File: src/sv/poisson_cell_stencil_unit_assert.svh
// Assertion macros for the seven-point stencil unit.
`ifndef POISSON_CELL_STENCIL_UNIT_ASSERT_SVH
`define POISSON_CELL_STENCIL_UNIT_ASSERT_SVH

// Same-cycle implication, checked on i_clk outside reset.
`define PCSU_ASSERT_IMP(lbl, ante, cons, msg) \
    lbl: assert property (@(posedge i_clk) disable iff (!i_rst_n) (ante) |-> (cons)) \
        else $error(msg);

// Next-cycle implication, checked on i_clk outside reset.
`define PCSU_ASSERT_NXT(lbl, ante, cons, msg) \
    lbl: assert property (@(posedge i_clk) disable iff (!i_rst_n) (ante) |=> (cons)) \
        else $error(msg);

`endif

File: src/sv/pcsu_pkg.sv
// Shared types, widths and tables for the seven-point stencil unit.
package pcsu_pkg;

    localparam int VALUE_BITS   = 32;
    localparam int NUM_NBR      = 6;
    localparam int TYPE_BITS    = 2;
    localparam int TYPES_W      = NUM_NBR * TYPE_BITS;
    localparam int COUNT_BITS   = 3;
    localparam int RECIP_BITS   = 17;
    localparam int RECIP_SHIFT  = 16;
    localparam int WEIGHT_BITS  = 17;
    localparam int WEIGHT_SHIFT = 16;

    localparam int PAIR_W  = VALUE_BITS + 1;
    localparam int SUM_W   = VALUE_BITS + 3;
    localparam int LAP_W   = VALUE_BITS + 4;
    localparam int RESID_W = VALUE_BITS + 5;
    localparam int PROD1_W = SUM_W + RECIP_BITS + 1;
    localparam int DIFF_W  = SUM_W + 1;
    localparam int PROD2_W = DIFF_W + WEIGHT_BITS + 1;
    localparam int JAC_W   = PROD2_W - WEIGHT_SHIFT;
    localparam int FIN_W   = JAC_W + 1;

    localparam int APB_DATA_W = 32;
    localparam int ADDR_W     = 3;
    localparam int REG_IDX_W  = ADDR_W - 2;

    localparam logic [REG_IDX_W-1:0]   REG_DAMPING   = '0;
    localparam logic [WEIGHT_BITS-1:0] DAMPING_RESET = WEIGHT_BITS'(43691);

    localparam logic [TYPE_BITS-1:0] NTYPE_INTERIOR  = 2'd0;
    localparam logic [TYPE_BITS-1:0] NTYPE_DIRICHLET = 2'd1;

    localparam logic signed [VALUE_BITS-1:0] SAT_HI = {1'b0, {(VALUE_BITS-1){1'b1}}};
    localparam logic signed [VALUE_BITS-1:0] SAT_LO = {1'b1, {(VALUE_BITS-1){1'b0}}};

    typedef enum logic [1:0] {
        OP_GAUSS_SEIDEL = 2'd0,
        OP_JACOBI       = 2'd1,
        OP_RESIDUAL     = 2'd2,
        OP_APPLY        = 2'd3
    } t_opcode;

    typedef struct packed {
        t_opcode                       opcode;
        logic signed [VALUE_BITS-1:0]  center_value;
        logic signed [VALUE_BITS-1:0]  rhs_value;
        logic signed [VALUE_BITS-1:0]  neighbour_xm;
        logic signed [VALUE_BITS-1:0]  neighbour_xp;
        logic signed [VALUE_BITS-1:0]  neighbour_ym;
        logic signed [VALUE_BITS-1:0]  neighbour_yp;
        logic signed [VALUE_BITS-1:0]  neighbour_zm;
        logic signed [VALUE_BITS-1:0]  neighbour_zp;
        logic [TYPES_W-1:0]            neighbour_types;
        logic                          center_interior;
    } t_cell_in;

    typedef struct packed {
        logic signed [VALUE_BITS-1:0] result_value;
        logic                         saturated;
    } t_cell_out;

    typedef struct packed {
        logic                         vld;
        logic                         active;
        t_opcode                      opcode;
        logic [RECIP_BITS-1:0]        recip;
        logic signed [VALUE_BITS-1:0] center;
        logic signed [VALUE_BITS-1:0] rhs;
        logic signed [SUM_W-1:0]      sum;
        logic signed [LAP_W-1:0]      lap;
    } t_gather_out;

    function automatic logic [RECIP_BITS-1:0] recip_lookup(input logic [COUNT_BITS-1:0] count);
        logic [RECIP_BITS-1:0] r;
        case (count)
            3'd1:    r = RECIP_BITS'(65536);
            3'd2:    r = RECIP_BITS'(32768);
            3'd3:    r = RECIP_BITS'(21845);
            3'd4:    r = RECIP_BITS'(16384);
            3'd5:    r = RECIP_BITS'(13107);
            3'd6:    r = RECIP_BITS'(10923);
            default: r = '0;
        endcase
        return r;
    endfunction

endpackage

File: src/sv/pcsu_regs.sv
// APB register file holding the damping weight.
module pcsu_regs (
    input  logic                               i_clk,
    input  logic                               i_rst_n,
    input  logic                               psel,
    input  logic                               penable,
    input  logic                               pwrite,
    input  logic [pcsu_pkg::ADDR_W-1:0]        paddr,
    input  logic [pcsu_pkg::APB_DATA_W-1:0]    pwdata,
    output logic [pcsu_pkg::APB_DATA_W-1:0]    prdata,
    output logic                               pready,
    output logic [pcsu_pkg::WEIGHT_BITS-1:0]   o_weight
);
    import pcsu_pkg::*;

    logic [WEIGHT_BITS-1:0] r_damping_weight;
    logic                   n_wr;
    logic                   n_hit;

    assign n_hit = (paddr[ADDR_W-1:2] == REG_DAMPING);
    assign n_wr  = psel && penable && pwrite && pready && n_hit;

    always_ff @(posedge i_clk) begin
        if (!i_rst_n) begin
            r_damping_weight <= DAMPING_RESET;
        end else if (n_wr) begin
            r_damping_weight <= pwdata[WEIGHT_BITS-1:0];
        end
    end

    assign pready   = 1'b1;
    assign prdata   = n_hit ? APB_DATA_W'(r_damping_weight) : '0;
    assign o_weight = r_damping_weight;

endmodule

File: src/sv/pcsu_gather.sv
// Front pipeline: neighbour decode, neighbour sum, count and applied operator.
module pcsu_gather (
    input  logic                   i_clk,
    input  logic                   i_rst_n,
    input  logic                   i_valid,
    output logic                   o_stall,
    input  pcsu_pkg::t_cell_in     i_cell,
    input  logic                   i_adv,
    output pcsu_pkg::t_gather_out  o_bus
);
    import pcsu_pkg::*;

    typedef struct packed {
        logic                         vld;
        t_opcode                      opcode;
        logic                         interior;
        logic [COUNT_BITS-1:0]        count;
        logic signed [VALUE_BITS-1:0] center;
        logic signed [VALUE_BITS-1:0] rhs;
        logic signed [PAIR_W-1:0]     pair0;
        logic signed [PAIR_W-1:0]     pair1;
        logic signed [PAIR_W-1:0]     pair2;
    } t_s1;

    typedef struct packed {
        logic                         vld;
        logic                         active;
        t_opcode                      opcode;
        logic [COUNT_BITS-1:0]        count;
        logic signed [VALUE_BITS-1:0] center;
        logic signed [VALUE_BITS-1:0] rhs;
        logic signed [SUM_W-1:0]      nsum;
    } t_s2;

    t_s1 r_s1, n_s1;
    t_s2 r_s2, n_s2;
    t_gather_out r_s3, n_s3;

    logic en1, en2, en3;

    logic signed [VALUE_BITS-1:0] nbr    [NUM_NBR];
    logic signed [VALUE_BITS-1:0] masked [NUM_NBR];
    logic [NUM_NBR-1:0]           counted;

    assign en3     = !r_s3.vld || i_adv;
    assign en2     = !r_s2.vld || en3;
    assign en1     = !r_s1.vld || en2;
    assign o_stall = !en1;

    assign nbr[0] = i_cell.neighbour_xm;
    assign nbr[1] = i_cell.neighbour_xp;
    assign nbr[2] = i_cell.neighbour_ym;
    assign nbr[3] = i_cell.neighbour_yp;
    assign nbr[4] = i_cell.neighbour_zm;
    assign nbr[5] = i_cell.neighbour_zp;

    always_comb begin
        logic [TYPE_BITS-1:0] t;
        for (int k = 0; k < NUM_NBR; k++) begin
            t          = i_cell.neighbour_types[TYPE_BITS*k +: TYPE_BITS];
            counted[k] = (t == NTYPE_INTERIOR) || (t == NTYPE_DIRICHLET);
            masked[k]  = (t == NTYPE_INTERIOR) ? nbr[k] : '0;
        end
    end

    always_comb begin
        n_s1.vld      = i_valid;
        n_s1.opcode   = i_cell.opcode;
        n_s1.interior = i_cell.center_interior;
        n_s1.count    = COUNT_BITS'($countones(counted));
        n_s1.center   = i_cell.center_value;
        n_s1.rhs      = i_cell.rhs_value;
        n_s1.pair0    = PAIR_W'(masked[0]) + PAIR_W'(masked[1]);
        n_s1.pair1    = PAIR_W'(masked[2]) + PAIR_W'(masked[3]);
        n_s1.pair2    = PAIR_W'(masked[4]) + PAIR_W'(masked[5]);
    end

    always_comb begin
        n_s2.vld    = r_s1.vld;
        n_s2.active = r_s1.interior && (r_s1.count != '0);
        n_s2.opcode = r_s1.opcode;
        n_s2.count  = r_s1.count;
        n_s2.center = r_s1.center;
        n_s2.rhs    = r_s1.rhs;
        n_s2.nsum   = SUM_W'(r_s1.pair0) + SUM_W'(r_s1.pair1) + SUM_W'(r_s1.pair2);
    end

    always_comb begin
        n_s3.vld    = r_s2.vld;
        n_s3.active = r_s2.active;
        n_s3.opcode = r_s2.opcode;
        n_s3.recip  = recip_lookup(r_s2.count);
        n_s3.center = r_s2.center;
        n_s3.rhs    = r_s2.rhs;
        n_s3.sum    = SUM_W'(r_s2.rhs) + r_s2.nsum;
        n_s3.lap    = LAP_W'($signed({1'b0, r_s2.count})) * LAP_W'(r_s2.center)
                    - LAP_W'(r_s2.nsum);
    end

    always_ff @(posedge i_clk) begin
        if (!i_rst_n) begin
            r_s1.vld <= 1'b0;
        end else if (en1) begin
            r_s1 <= n_s1;
        end
    end

    always_ff @(posedge i_clk) begin
        if (!i_rst_n) begin
            r_s2.vld <= 1'b0;
        end else if (en2) begin
            r_s2 <= n_s2;
        end
    end

    always_ff @(posedge i_clk) begin
        if (!i_rst_n) begin
            r_s3.vld <= 1'b0;
        end else if (en3) begin
            r_s3 <= n_s3;
        end
    end

    assign o_bus = r_s3;

endmodule

File: src/sv/pcsu_solve.sv
// Back pipeline: reciprocal scaling, damping, opcode select and saturation.
module pcsu_solve (
    input  logic                              i_clk,
    input  logic                              i_rst_n,
    input  pcsu_pkg::t_gather_out             i_bus,
    output logic                              o_adv,
    input  logic [pcsu_pkg::WEIGHT_BITS-1:0]  i_weight,
    output logic                              o_valid,
    input  logic                              i_stall,
    output pcsu_pkg::t_cell_out               o_result
);
    import pcsu_pkg::*;

    typedef struct packed {
        logic                         vld;
        logic                         active;
        t_opcode                      opcode;
        logic signed [VALUE_BITS-1:0] center;
        logic signed [LAP_W-1:0]      lap;
        logic signed [RESID_W-1:0]    resid;
        logic signed [PROD1_W-1:0]    prod1;
    } t_s4;

    typedef struct packed {
        logic                         vld;
        logic                         active;
        t_opcode                      opcode;
        logic signed [VALUE_BITS-1:0] center;
        logic signed [SUM_W-1:0]      gs;
        logic signed [DIFF_W-1:0]     diff;
        logic signed [RESID_W-1:0]    alt;
    } t_s5;

    typedef struct packed {
        logic                         vld;
        logic                         active;
        t_opcode                      opcode;
        logic signed [VALUE_BITS-1:0] center;
        logic signed [SUM_W-1:0]      gs;
        logic signed [RESID_W-1:0]    alt;
        logic signed [PROD2_W-1:0]    prod2;
    } t_s6;

    t_s4 r_s4, n_s4;
    t_s5 r_s5, n_s5;
    t_s6 r_s6, n_s6;
    t_cell_out r_out, n_out;
    logic      r_out_vld;

    logic en4, en5, en6, en_out;

    logic signed [JAC_W-1:0]   jac;
    logic signed [FIN_W-1:0]   fin;
    logic                      ovf;

    assign en_out = !r_out_vld || !i_stall;
    assign en6    = !r_s6.vld || en_out;
    assign en5    = !r_s5.vld || en6;
    assign en4    = !r_s4.vld || en5;
    assign o_adv  = en4;

    always_comb begin
        n_s4.vld    = i_bus.vld;
        n_s4.active = i_bus.active;
        n_s4.opcode = i_bus.opcode;
        n_s4.center = i_bus.center;
        n_s4.lap    = i_bus.lap;
        n_s4.resid  = RESID_W'(i_bus.rhs) - RESID_W'(i_bus.lap);
        n_s4.prod1  = PROD1_W'(i_bus.sum) * PROD1_W'($signed({1'b0, i_bus.recip}));
    end

    always_comb begin
        n_s5.vld    = r_s4.vld;
        n_s5.active = r_s4.active;
        n_s5.opcode = r_s4.opcode;
        n_s5.center = r_s4.center;
        n_s5.gs     = SUM_W'(r_s4.prod1 >>> RECIP_SHIFT);
        n_s5.diff   = DIFF_W'(n_s5.gs) - DIFF_W'(r_s4.center);
        n_s5.alt    = (r_s4.opcode == OP_RESIDUAL) ? r_s4.resid : RESID_W'(r_s4.lap);
    end

    always_comb begin
        n_s6.vld    = r_s5.vld;
        n_s6.active = r_s5.active;
        n_s6.opcode = r_s5.opcode;
        n_s6.center = r_s5.center;
        n_s6.gs     = r_s5.gs;
        n_s6.alt    = r_s5.alt;
        n_s6.prod2  = PROD2_W'(r_s5.diff) * PROD2_W'($signed({1'b0, i_weight}));
    end

    always_comb begin
        jac = JAC_W'(r_s6.prod2 >>> WEIGHT_SHIFT);
        case (r_s6.opcode)
            OP_GAUSS_SEIDEL: fin = FIN_W'(r_s6.gs);
            OP_JACOBI:       fin = FIN_W'(jac) + FIN_W'(r_s6.center);
            default:         fin = FIN_W'(r_s6.alt);
        endcase
        ovf = !((&fin[FIN_W-1:VALUE_BITS-1]) || !(|fin[FIN_W-1:VALUE_BITS-1]));
        if (!r_s6.active) begin
            n_out.result_value = '0;
            n_out.saturated    = 1'b0;
        end else if (ovf) begin
            n_out.result_value = fin[FIN_W-1] ? SAT_LO : SAT_HI;
            n_out.saturated    = 1'b1;
        end else begin
            n_out.result_value = fin[VALUE_BITS-1:0];
            n_out.saturated    = 1'b0;
        end
    end

    always_ff @(posedge i_clk) begin
        if (!i_rst_n) begin
            r_s4.vld <= 1'b0;
        end else if (en4) begin
            r_s4 <= n_s4;
        end
    end

    always_ff @(posedge i_clk) begin
        if (!i_rst_n) begin
            r_s5.vld <= 1'b0;
        end else if (en5) begin
            r_s5 <= n_s5;
        end
    end

    always_ff @(posedge i_clk) begin
        if (!i_rst_n) begin
            r_s6.vld <= 1'b0;
        end else if (en6) begin
            r_s6 <= n_s6;
        end
    end

    always_ff @(posedge i_clk) begin
        if (!i_rst_n) begin
            r_out_vld <= 1'b0;
        end else if (en_out) begin
            r_out_vld <= r_s6.vld;
        end
    end

    always_ff @(posedge i_clk) begin
        if (en_out) begin
            r_out <= n_out;
        end
    end

    assign o_valid  = r_out_vld;
    assign o_result = r_out;

endmodule

File: src/sv/poisson_cell_stencil_unit.sv
// Top level of the seven-point Poisson stencil unit.
// Takes one cell transaction per cycle while not stalled and returns one result per
// cell, in order. Three front stages decode the neighbour types and form the
// neighbour sum, the count and the applied operator. Four back stages scale by the
// reciprocal-of-count table, apply the damping weight, select by opcode and saturate
// into the output register. Sustained throughput is one cell per cycle while the
// output is not stalled, because every stage then takes a new cell each cycle; the
// reciprocal and weight multiplies (35 by 17 and 36 by 17 bits) each have a stage of
// their own. A stall on the output backs up only through full stages, so empty
// stages keep taking cells. The damping weight lies at byte address 0 of the APB port.
`include "poisson_cell_stencil_unit_assert.svh"
module poisson_cell_stencil_unit (
    input  logic                              i_clk,
    input  logic                              i_rst_n,
    input  logic                              i_valid,
    output logic                              o_stall,
    input  pcsu_pkg::t_cell_in                i_cell,
    output logic                              o_valid,
    input  logic                              i_stall,
    output pcsu_pkg::t_cell_out               o_result,
    input  logic                              psel,
    input  logic                              penable,
    input  logic                              pwrite,
    input  logic [pcsu_pkg::ADDR_W-1:0]       paddr,
    input  logic [pcsu_pkg::APB_DATA_W-1:0]   pwdata,
    output logic [pcsu_pkg::APB_DATA_W-1:0]   prdata,
    output logic                              pready
);
    import pcsu_pkg::*;

    logic [WEIGHT_BITS-1:0] weight;
    t_gather_out            gather_bus;
    logic                   solve_adv;

    pcsu_regs u_regs (
        .i_clk    (i_clk),
        .i_rst_n  (i_rst_n),
        .psel     (psel),
        .penable  (penable),
        .pwrite   (pwrite),
        .paddr    (paddr),
        .pwdata   (pwdata),
        .prdata   (prdata),
        .pready   (pready),
        .o_weight (weight)
    );

    pcsu_gather u_gather (
        .i_clk   (i_clk),
        .i_rst_n (i_rst_n),
        .i_valid (i_valid),
        .o_stall (o_stall),
        .i_cell  (i_cell),
        .i_adv   (solve_adv),
        .o_bus   (gather_bus)
    );

    pcsu_solve u_solve (
        .i_clk    (i_clk),
        .i_rst_n  (i_rst_n),
        .i_bus    (gather_bus),
        .o_adv    (solve_adv),
        .i_weight (weight),
        .o_valid  (o_valid),
        .i_stall  (i_stall),
        .o_result (o_result)
    );

    `PCSU_ASSERT_IMP(a_sat_extreme, o_valid && o_result.saturated,
        (o_result.result_value == SAT_HI) || (o_result.result_value == SAT_LO),
        "saturated result is not a range limit")
    `PCSU_ASSERT_IMP(a_no_stall_free_out, !i_stall, !o_stall,
        "input stalled while output is free")
    `PCSU_ASSERT_IMP(a_stall_needs_full, o_stall, o_valid && gather_bus.vld,
        "input stalled with empty stages")

endmodule

File: config.mk
export PLATFORM = sky130hd
export DESIGN_NAME = poisson_cell_stencil_unit
export DESIGN_NICKNAME = d
export VERILOG_FILES = /design/src/sv/pcsu_pkg.sv /design/src/sv/pcsu_regs.sv /design/src/sv/pcsu_gather.sv /design/src/sv/pcsu_solve.sv /design/src/sv/poisson_cell_stencil_unit.sv
export VERILOG_INCLUDE_DIRS = /design/src /design/src/sv
export SDC_FILE = /design/constraint.sdc
export NUM_CORES = 2
export LEC_CHECK = 0
export BUFFER_PORTS_ARGS = -buffer_cell sky130_fd_sc_hd__buf_2
export CORE_AREA = 3 3 572 517
export DETAILED_ROUTE_END_ITERATION = 16
export DIE_AREA = 0 0 575 520
export HOLD_SLACK_MARGIN = 0.15
export PLACE_DENSITY = 0.44
export RECOVER_POWER = 100
export SLEW_MARGIN = 0
export SYNTH_ARGS = -nofsm -noshare
export SYNTH_HDL_FRONTEND = slang
export SYNTH_SLANG_ARGS = --single-unit
File: constraint.sdc
create_clock -name i_clk -period 25.5 [get_ports i_clk]
set_input_delay 2.55 -clock i_clk [delete_from_list [all_inputs] [get_ports i_clk]]
set_output_delay 2.55 -clock i_clk [all_outputs]
set_load 0.005 [all_outputs]
* Word level (Yosys, flattened, before mapping)
Index checks and enable logic that the tools add are counted.
Widths: inputs -> output; s select.
** Storage, ports and cells
- Flip-flop bits (word level) :: 949
- Input bits :: 313
- Word-level logic and storage cells :: 138
** Cells by class
- $add $sub $neg :: 15
- Multiply operators :: 3
- Equality and inequality tests :: 14
- Muxes and demuxes :: 12
- Bitwise gates (word level) :: 1
- Reduce and logical (&&, ||, !) cells :: 44
** Operator list (count)
- $mux 32 :: 7
- $pmux 17 s6 :: 1
- $add 32x32->33 :: 3
- $pmux 39 s2 :: 1
- $mul 36x18->54 :: 1
- $mul 35x18->51 :: 1
- $add 38x32->39 :: 1
- $mux 37 :: 1
- $sub 32x36->37 :: 1
- $mul 4x32->36 :: 1
- $sub 35x32->36 :: 1
- $sub 36x35->36 :: 1
- $add 32x35->35 :: 1
- $add 34x33->35 :: 1
- $add 33x33->34 :: 1
- $mux 33 :: 1
- $mux 17 :: 1
- $eq 2x1->1 const B :: 7
- $logic_not 2->1 :: 7
- $logic_or 1x1->1 :: 14
- $reduce_and 2->1 :: 6
- $logic_not 1->1 :: 10
- $eq 3x3->1 const B :: 3
- $reduce_and 8->1 :: 1
- 9 further kinds :: 16

* Longest topological paths before layout
- Depth in word-level cells :: 9
- Mapped depth :: 27

* Hierarchy
Synthesis repeated with hierarchy kept, for this count alone.
** Unflattened totals
- Cells, all modules :: 8607
- Area, all modules :: 89763.6 sq um
** By module, submodules not included
- pcsu_solve :: times used 1, cells an instance 5997, area an instance 60917.2 sq um, seq. area each 14013.4 sq um
- pcsu_gather :: times used 1, cells an instance 2500, area an instance 27855.5 sq um, seq. area each 12672.2 sq um
- pcsu_regs :: times used 1, cells an instance 110, area an instance 991.0 sq um, seq. area each 340.3 sq um

* Worst setup path before layout
Ideal clock, no wire load.
- Kind :: input port to flip-flop
- Start :: in i_stall
- End :: reg u_gather.r_s3 (netlist bit u_gather.o_bus[0]) (enable)
- Library setup time :: 875 ps
- Data arrival time :: 13532 ps
- Required time :: 24625 ps
- Setup slack :: 11093 ps
- Stages on the path :: 3
- Buffers on the path :: 0
- Cell sequence :: and3_1 > and3_1 > a21boi_0
** Between the ends
- Cells in the longest elaborated chain, start to end :: 7
** Ends and longest elaborated chain
- start, declared :: line poisson_cell_stencil_unit.sv:19 : input logic i_stall,
- $logic_not 1->1 :: line pcsu_solve.sv:56 : assign en_out = !r_out_vld || !i_stall;
- $logic_or 1x1->1 :: line pcsu_solve.sv:56
- $logic_or 1x1->1 :: line pcsu_solve.sv:57 : assign en6 = !r_s6.vld || en_out;
- $logic_or 1x1->1 :: line pcsu_solve.sv:58 : assign en5 = !r_s5.vld || en6;
- $logic_or 1x1->1 :: line pcsu_solve.sv:59 : assign en4 = !r_s4.vld || en5;
- $logic_or 1x1->1 :: line pcsu_gather.sv:45 : assign en3 = !r_s3.vld || i_adv;
- $reduce_and 2->1 (no source line)
- end signal, assigned :: line pcsu_gather.sv:120 : r_s3 <= n_s3;
- end, declared :: line pcsu_gather.sv:37 : t_gather_out r_s3, n_s3;
No other way between the ends.
A chain may end at the register's enable or synchronous reset.

* Worst setup path in the final report
- Start :: in i_rst_n
- End :: reg u_gather.r_s1 (netlist bit u_gather.n_s2[94]) (enable)
** Between the ends
- Cells in the longest elaborated chain, start to end :: 1
** Ends and longest elaborated chain
- start, declared :: line poisson_cell_stencil_unit.sv:14 : input logic i_rst_n,
- $reduce_and 2->1 (no source line)
- end signal, assigned :: line pcsu_gather.sv:104 : r_s1 <= n_s1;
- end, declared :: line pcsu_gather.sv:35 : t_s1 r_s1, n_s1;
No other way between the ends.

==> impl_metrics.ini <==
[logic_synthesis]
synth_area_per_cell_sq_um = 10.7
yosysTopAreaCellShare_pct = 30.6
ys_types = 84
yosys.area.top_type = edfxtp_1
netlist_instances = 8089
synthesis.area_sq_um = 86800
synthFlopType = edfxtp_1
synth_area_leaders = edfxtp_1 31%, fa_1 28%, ha_1 8.5%, inv_1 7.1%, and2_1 4.5%
ys_ff_latch = 908
synthArstFlopShare_pct = 0
synth-edff-count = 884
synth-seq-area-share_pct = 31.1
yosysWarnings = 0

[sta]
finalCriticalPeriod_ns = 11.12
hold_viol = 0
worst_pin_slew_ns = 8.08
setup_viol = 0
layout_worst_path_cycle_share_pct = 43.6
setup_tns_ns = 0
rsz0062_at_grt = false
fin_skew_ns = 0.0501
slew_headroom_pct = -439
fmax_mhz = 90.0
slew_viol_final = 1216

[route]
drtAntennaViolNets = 0
first_pass_iters = 5
avgRoutedWirePerCell_microns = 20.0
drt_wl_total_mm = 247
vias_per_cell = 4.56
drtIter0Drc = 2742
vias = 56400
post-route-drc-count = 0

[die]
core_sq_um = 291000
die-width_microns = 575
io_pins = 381
die_y_microns = 520
row_count = 188
dieArea_sq_um = 299000
initial_utilization_pct = 29.9

[worst_setup_path]
worst-setup-path-type = input port to flip-flop
reg2reg_depth = 23
cp-end-kind = flip-flop
worst_ep_arrival_time_ns = 11.35
worstSetupStartpointType = input port
cp_max_fo = 65
cp.required_ns = 25.74

[clocking]
post-cts-setup-buffers = 0
path_clk_slew_ns = 0.06
clkSinkCount = 908
cts-buffers-inserted = 103
htreeDepth = 3
cts_resized = 0
root_buffer = clkbuf_16
cts_tree = built
clockBufferDepth = 3
hold_buffers = 0
clock_latency_ns = 0.73

[layout]
area_growth_pct = 10.8
final_nets = 10500
multi_input_area_sq_um = 52700
final_cell_area_sq_um = 96200
regArea_sq_um = 27000
fillers = 29800
drive_gt1_share_pct = 6.11

[place]
gp_congestion = 0.928
port_buffers = 347
placed_area_sq_um = 93100
hpwlAfterDp_mm = 200

[flow_run]
drv_cap = 25

[grt]
antenna_found_initial = 47
first_global_vias = 62100
grt-ovfl-total = 0
grt_use_total_pct = 16.6
grt_pass1_wl_mm = 380
grt_max_degree = 136

[worst_hold_path]
min_path_cells = 0
hp-class = flip-flop to flip-flop

[status]
violations = capacitance limit, slew limit
status = complete, but fails checks
-- sequential cells by signal (all words and copies together) (netlist names) --
name	count
u_solve.o_result	33
u_solve.n_s6	108
u_solve.jac	38
u_solve.r_s4	73
u_solve.r_s6	108
u_solve.n_s5	71
u_gather.r_s1	100
u_gather.n_s3	68
u_gather.n_s2	70
u_regs.o_weight	17
u_solve.r_s5	36
u_gather.o_bus	147
u_gather.r_s2	38
u_solve.o_valid	1
-- final cells by class --
cell class / instances / share of cell area, %
antenna: 12 / 0.0312
clock buffer: 121 / 2.77
clock inverter: 70 / 0.762
inverter: 1631 / 6.36
multi-input combinational: 5328 / 54.8
sequential: 908 / 28.1
tap: 3895 / 5.07
timing repair buffer: 408 / 2.10
-- cells in the mapped netlist (8+ instances only) --
library cell  number
a31oi_1           39
a311oi_1           8
and4_1             8
o31ai_1           19
o211ai_1          22
a21o_1           160
nand2b_1          40
mux2i_1           30
a21oi_1          314
clkbuf_1         206
o21a_1            54
xor2_1            97
nor3_1            69
nand4_1           29
nor2b_1           85
mux2_2            37
nand3_1           69
buf_4             18
edfxtp_1         884
o21ai_0          142
inv_1           1631
ha_1             591
o22ai_2            9
or3_1             18
and3_1            42
nor2_1           272
xnor2_1          252
a211o_1           12
a31o_2            13
dfxtp_1           24
a21boi_0          22
fa_1            1234
o22ai_1           27
or2_2             13
o2111ai_1          8
and2_1           622
nand2_1          770
buf_1              8
a211oi_1          44
o21bai_1          33
-- through the flow --
step | instances | util (%) | worst slack, ns | hold slack, ns
finish | 12400 | 33.1 | 14.38 | 0.403
global route | 12400 | 33.1 | 13.10 | 0.408
CTS | 12400 | 33.2 | 17.36 | 0.399
detailed placement | 12200 | 32.0 | 17.40 | 0.405
global placement | 12200 | 32.0 | 17.42 | 0.400
floorplan | 8103 | - | 11.09 | 0.400
-- metal layers --
layer / routed length (microns) / track usage, % / vias up / part of all wire, %
met5: 120 / 0 / - / 0.048
met4: 7200 / 4.75 / 20 / 2.9
met3: 10000 / 2.17 / 287 / 4.1
met2: 116000 / 27.6 / 1082 / 47
met1: 114000 / 22.6 / 28500 / 46
li1: - / - / 26500 / -
-- critical path, stage by stage --
cell	delay, ns
clkbuf_1	1.16
nor2b_1	0.73
clkbuf_1	1.94
clkbuf_1	2.13
clkbuf_1	2.61
-- path summary, 6_finish.rpt --
| check | startpoint | end | slack [ns] |
|---|---|---|---|
| hold / removal | u_solve.n_s6[76]$_DFFE_PP_ | u_solve.r_s6[76]$_DFFE_PP_ | 0.40 |
| setup / recovery | i_rst_n | u_gather.n_s2[94]$_DFFE_PP_ | 14.38 |
| hold reg to reg | u_solve.n_s6[76]$_DFFE_PP_ | u_solve.r_s6[76]$_DFFE_PP_ | 0.40 |
| setup reg to reg | u_gather.o_bus[147]$_DFFE_PP_ | u_solve.n_s5[101]$_DFFE_PP_ | 15.57 |
-- cell usage in the layout (no fill, tap or decap), types with 69 or more instances in the layout --
master	netlist	final
nor3_1	69	69
nor2_1	272	268
a21oi_1	314	316
xnor2_1	252	252
nand3_1	69	69
a21o_1	160	160
ha_1	591	591
o21ai_0	142	144
edfxtp_1	884	884
nand2_1	770	770
and2_1	622	603
fa_1	1234	1234
xor2_1	97	97
clkbuf_16	0	104
inv_1	1631	1631
nor2b_1	85	83
clkbuf_1	206	104
buf_2	0	281
-- cell families (layout without fill, tap and decap cells) --
logic type | count (synthesis) | in the layout | synth area share, %
AND/OR/NAND/NOR | 2062 | 2062 | 11.7
adder cells (fa/ha/maj) | 1825 | 1825 | 37.0
XOR/XNOR | 349 | 349 | 3.52
AO/OA/AOI/OAI | 1009 | 1009 | 7.63
other | 2 | 28 | 0.00865
buffers and inverters | 1867 | 2230 | 8.18
flip-flops | 908 | 908 | 31.1
multiplexers | 67 | 67 | 0.826
Power is not shown: default switching activity piles up to over one toggle a cycle in this logic, so the estimate is an artifact.
